File: config.mk
export PLATFORM = sky130hd
export DESIGN_NAME = usvg_div_cell
export DESIGN_NICKNAME = d
export VERILOG_FILES = /design/src/hw/rtl/usvg_pkg.sv /design/src/hw/rtl/usvg_div_cell.sv
export SDC_FILE = /design/constraint.sdc
export NUM_CORES = 1
export LEC_CHECK = 0
export BUFFER_PORTS_ARGS = -buffer_cell sky130_fd_sc_hd__clkbuf_2
export CAP_MARGIN = 5
export CORE_AREA = 2 2 180 182
export CTS_BUF_LIST = sky130_fd_sc_hd__clkbuf_4
export DETAILED_ROUTE_END_ITERATION = 10
export DIE_AREA = 0 0 182 184
export GPL_TIMING_DRIVEN = 0
export PLACE_DENSITY = 0.54
export SYNTH_ARGS = -nofsm -noshare
export SYNTH_HDL_FRONTEND = slang
export SYNTH_SLANG_ARGS = --single-unit
File: constraint.sdc
create_clock -name i_clk -period 4.5 [get_ports i_clk]
set_input_delay 0.225 -clock i_clk [delete_from_list [all_inputs] [get_ports i_clk]]
set_output_delay 0.225 -clock i_clk [all_outputs]
set_load 0.02 [all_outputs]
File: src/hw/rtl/usvg_pkg.sv
// Shared types, constants and helper functions for the UV sphere vertex generator.
// Depends on nothing; every other file of the block imports it.
package usvg_pkg;

    localparam int MAX_DIVISIONS   = 256;
    localparam int COORD_FRAC_BITS = 14;
    localparam int XY_SHIFT        = 60 - COORD_FRAC_BITS;
    localparam int Z_SHIFT         = 30 - COORD_FRAC_BITS;
    localparam int DIV_STEPS       = 32;
    localparam int TRIG_STEPS      = 6;
    localparam int VERTS_PER_CELL  = 6;

    localparam logic [30:0] Q30_ONE   = 31'h4000_0000;
    localparam logic [15:0] COORD_ONE = 16'(1 << COORD_FRAC_BITS);

    // Horner coefficients of the sine polynomial, Q30, innermost first.
    localparam logic [30:0] T_INIT = 31'd172272;
    localparam logic [3:0][30:0] HORNER_COEF = {
        31'd1686629713, 31'd693598668, 31'd85569306, 31'd5026995
    };

    // Bit k tells which ring (layer) and which azimuth vertex k uses.
    localparam logic [5:0] RING_OF = 6'b110100;
    localparam logic [5:0] DIR_OF  = 6'b010110;
    localparam logic [2:0] LAST_VERT = 3'(VERTS_PER_CELL - 1);

    typedef enum logic [2:0] {
        CFG_SLICE_COUNT,
        CFG_LAYER_COUNT,
        CFG_COLOR_RED,
        CFG_COLOR_GREEN,
        CFG_COLOR_BLUE,
        CFG_COLOR_ALPHA
    } t_cfg_index;

    typedef enum logic [1:0] {
        OP_SQUARE,
        OP_HORNER,
        OP_FINAL
    } t_trig_op;

    // Division chain payload: four phase divisions, one per lane.
    typedef struct packed {
        logic              bad;
        logic [18:0]       base;
        logic [3:0][9:0]   den;
        logic [3:0][9:0]   rem;
        logic [3:0][31:0]  acc;
    } t_div;

    // Sine chain payload: eight sine/cosine evaluations, one per lane.
    // Lanes: 0,1 ring radius; 2,3 z; 4,5 cosine of azimuth; 6,7 sine of azimuth.
    typedef struct packed {
        logic              bad;
        logic [18:0]       base;
        logic [7:0]        neg;
        logic [7:0][30:0]  x;
        logic [7:0][30:0]  x2;
        logic [7:0][30:0]  t;
    } t_trig;

    typedef struct packed {
        logic        neg;
        logic [30:0] x;
    } t_fold;

    // Fold a turn phase into a quarter turn argument and a sign.
    function automatic t_fold f_fold(input logic [31:0] p, input logic use_cos);
        logic [31:0] q;
        t_fold       f;
        q     = use_cos ? (p + 32'h4000_0000) : p;
        f.neg = q[31];
        f.x   = q[30] ? (Q30_ONE - {1'b0, q[29:0]}) : {1'b0, q[29:0]};
        return f;
    endfunction

    // Round half up in magnitude, limit to 1.0, apply the sign.
    function automatic logic [15:0] f_coord_xy(input logic [61:0] p, input logic neg);
        logic [62:0] s;
        logic [62:0] v;
        logic [15:0] m;
        s = {1'b0, p} + (63'd1 << (XY_SHIFT - 1));
        v = s >> XY_SHIFT;
        m = (v > {47'd0, COORD_ONE}) ? COORD_ONE : v[15:0];
        return neg ? (16'd0 - m) : m;
    endfunction

    function automatic logic [15:0] f_coord_z(input logic [30:0] z, input logic neg);
        logic [31:0] s;
        logic [31:0] v;
        logic [15:0] m;
        s = {1'b0, z} + (32'd1 << (Z_SHIFT - 1));
        v = s >> Z_SHIFT;
        m = (v > {16'd0, COORD_ONE}) ? COORD_ONE : v[15:0];
        return neg ? (16'd0 - m) : m;
    endfunction

endpackage

File: src/hw/rtl/usvg_div_cell.sv
// One restoring division step for the four phase lanes, registered.
// Depends on usvg_pkg for the t_div payload type.
module usvg_div_cell
    import usvg_pkg::*;
(
    input  logic i_clk,
    input  logic i_rst_n,
    input  logic i_en,
    input  logic i_valid,
    input  t_div i_data,
    output logic o_valid,
    output t_div o_data
);

    logic [3:0][10:0] w_trial;
    t_div             n_data;
    logic             r_valid;
    t_div             r_data;

    // Shift the next dividend bit into the remainder and the quotient bit into acc.
    always_comb begin
        n_data = i_data;
        for (int l = 0; l < 4; l++) begin
            w_trial[l] = {i_data.rem[l], i_data.acc[l][31]};
            if (w_trial[l] >= {1'b0, i_data.den[l]}) begin
                n_data.rem[l] = 10'(w_trial[l] - {1'b0, i_data.den[l]});
                n_data.acc[l] = {i_data.acc[l][30:0], 1'b1};
            end else begin
                n_data.rem[l] = w_trial[l][9:0];
                n_data.acc[l] = {i_data.acc[l][30:0], 1'b0};
            end
        end
    end

    always_ff @(posedge i_clk) begin
        if (!i_rst_n) begin
            r_valid <= 1'b0;
        end else if (i_en) begin
            r_valid <= i_valid;
        end
    end

    always_ff @(posedge i_clk) begin
        if (i_en) begin
            r_data <= n_data;
        end
    end

    assign o_valid = r_valid;
    assign o_data  = r_data;

endmodule

Yosys cells after proc, flatten, opt, wreduce, memory -nomap -nowiden --
Index checks and enable logic that the tools add are counted.
Cells by class: order comparisons 4, add/subtract/negate cells 4, mux-type cells 8
Operators by type and width (count):
- 11-bit by 10-bit >= comparator with 1-bit output | 4
- 10-bit 2-to-1 mux | 4
- 10-bit subtractor | 4
- 1-bit 2-to-1 mux | 4
Storage, ports and cells: bits in registers 229

Logic depth before layout (Yosys ltp) --
word-level depth 2, gate-level depth with buffers 9

Least setup slack after synthesis --
OpenSTA, ideal clock, no wires.
kind input -> register, start point input port i_data[31] in the netlist's numbering, end point register r_data, in the netlist o_data[136], data pin, stages 9, setup slack 2411 ps, required time 4240 ps, arrival 1829 ps, path through inv_1 > ha_1 > inv_1 > fa_1 > a211oi_1 > o21bai_1 > a221oi_1 > xnor2_1 > mux2_4
RTL lines:
- start, declared | RTL line usvg_div_cell.sv:10 | input t_div i_data,
- end signal, assigned | RTL line usvg_div_cell.sv:45 | r_data <= n_data;
- end, declared | RTL line usvg_div_cell.sv:18 | t_div r_data;

==> impl_metrics.csv <==
group,metric,value,unit
drt,ant_nets,0,
sta,layout_worst_path_cycle_share,52.37,%
drt,drc_errors,0,
power_and_ir_drop,power,5960,uW
worst_setup_path,worstPathArrival,2.80,ns
finish,layout.nets,1579,
synthesis,synth.most_common_cell,"edfxtp_1",
clock_network,cts_resized,0,
worst_setup_path,cp-start-kind,"input pin",
synthesis,netlist_area,9355,sq um
synthesis,synth_cell_types,38,
synthesis,synthArstFlopShare,0,%
placed_design,place.gp.congestion,0.8332,
sta,clock.fmax,424.4,MHz
synthesis,syn_area_per_cell,17.55,sq um
die,rows,65,
grt,antenna_found_initial,3,
power_and_ir_drop,leakage,0.007002,uW
clock_network,cts_buffer_depth,3,
synthesis,synth_enable_flop_cells,228,
synthesis,synth_seq_area_share,73.40,%
placed_design,hpwl,20460,um
worst_setup_path,required,4.95,ns
drt,wire_per_inst,16.26,um
grt,grt_pass1_vias,8076,
die,start_util,29.80,%
synthesis,ys_top_cells_by_area,"edfxtp_1, ha_1, mux2_4",
synthesis,yosysWarnings,0,
placed_design,dp_cells,1397,
drt,vias,7504,
grt,grt_pass1_wl,43030,um
drt,via_per_inst,4.273,
worst_setup_path,endpoint_kind,"register",
finish,drive_gt1_share,45.85,%
worst_setup_path,path_class,"in2reg",
worst_setup_path,r2r_start,"o_valid",
die,core-area,31390,sq um
sta,tightest_slew,0.6597,ns
clock_network,clock_sinks,229,
die,die_area,33490,sq um
synthesis,synth_commonest_cells,"edfxtp_1, inv_1, ha_1, mux2_4, a21oi_1",
sta,final.min_clock_period,2.357,ns
drt,firstDrtPassIters,4,
sta,finalClockSkew,0,ns
sta,slew_headroom,56.02,%
sta,setup_violations,0,
drt,drt_iter0_markers,357,
clock_network,cts_made_buffers,69,
clock_network,cts_tree,"yes",
worst_setup_path,crit_start,"i_data[185]",
drt,drt-total-wl,28560,um
synthesis,syn-num-nets,809,
sta,drv_slew,0,
sta,hold_violations,0,
die,die_y,184,um
finish,finalNonFillerCells,1756,
finish,final_util,49.47,%
placed_design,port_buffers,460,
clock_network,clock_latency,0.68,ns
job,drv_cap,0,
synthesis,ys_seq_elements,229,
sta,whs,0.1415,ns
power_and_ir_drop,power_density,383.8,nW/um^2
sta,tns,0,ns
synthesis,synthCells,533,
power_and_ir_drop,ir_worst_vdd,0.0002670,V
die,die_w,182,um
synthesis,synth_ff_type,"edfxtp_1",
grt,gr-total-overflow,0,
sta,rsz0062_at_grt,"no",
worst_setup_path,path_max_fanout,5,
die,ios,461,
outcome,status,"completed",
synthesis,synth_top_area_share,73.18,%
synthesis,yosys.area.top_type,"edfxtp_1",
grt,grt_max_degree,119,
clock_network,path_clk_slew,0.07,ns
worst_hold_path,hold_path_class,"in2reg",
grt,grt.total_usage,16.90,%
worst_hold_path,min_from,"i_data[167]",
clock_network,htree_levels,3,
finish,area_growth,65.99,%
clock_network,ctsRootBufferMaster,"clkbuf_4",
-- area by class of cell --
cell class                      instances  area, sq um
Sequential cell                       229         6867
Multi-Input combinational cell        252         2276
Inverter                               52        212.7
Clock inverter                         20        186.4
Timing Repair Buffer                  699         4738
Fill cell                            2795        15860
Clock buffer                           98        735.7
Antenna cell                            4        10.01
Tap cell                              402        503.0
-- critical path: stages --
cell and delay, ns:
dlygate4sd3_1 0.54, clkbuf_2 0.16, inv_1 0.05, ha_1 0.36, nand3_1 0.16, nor4_1 0.36
nor4_1 0.12, o21a_4 0.16, mux2i_1 0.11, dlygate4sd3_1 0.55
-- cell families after synthesis --
group	after synthesis	synth area share, %
flip-flops	229	73.40
AO/OA/AOI/OAI	78	6.393
XOR/XNOR	28	2.621
AND/OR/NAND/NOR	65	3.598
adder cells (fa/ha/maj)	44	6.206
buffers and inverters	52	2.274
multiplexers	37	5.510
-- power by group --
| group | total (uW) | leakage, uW | switching [uW] | internal (uW) |
|---|---|---|---|---|
| logic | 1200 | 0.00422 | 657 | 539 |
| clock network | 2130 | 0.000541 | 902 | 1230 |
| registers | 2630 | 0.00224 | 52.4 | 2580 |
-- repair_timing --
action | 4_1_cts | 5_1_grt
endpoints found under the hold margin | 237 | 0
hold buffers | 237 | 0
buffers inserted | 0 | 0
-- worst paths after layout --
path / to / slack (ns) / depth (start not counted)
hold reg to reg: o_valid / 1.06 / 3
setup reg to reg: o_valid / 3.35 / 3
setup / recovery: o_data[138] / 2.14 / 10
hold / removal: o_data[96] / 0.14 / 5
-- per-stage QoR --
stage | area (sq um) | setup WS [ns]
floorplan | 9355 | 2.411
global placement | 12160 | -0.5335
detailed placement | 12220 | 2.102
CTS | 15520 | 2.275
global route | 15530 | 2.081
finish | 15530 | 2.143
-- per-layer routing --
layer / up-vias / routed length [um] / part of all wire [%] / track usage, %
li1: 3631 / - / - / -
met1: 3518 / 11360 / 40 / 19.07
met2: 289 / 14330 / 50 / 28.64
met3: 66 / 1905 / 6.7 / 5.903
met4: 0 / 965 / 3.4 / 8.194
met5: - / 0 / 0 / 0
-- registers in the layout, summed over array words and instances, names as in the netlist --
register,flops
o_data,228
o_valid,1
-- cells in the final DEF, fill, tap and decap left out, types with 11 or more instances in the layout --
cell type and count:
clkbuf_4 98, xnor2_1 20, dlygate4sd3_1 237, ha_1 40, a21oi_1 21, edfxtp_1 228, inv_1 48, clkinv_1 11
nor2_1 13, nand2_1 20, clkbuf_2 459, mux2_4 28
(Power assumes the default switching activity.)
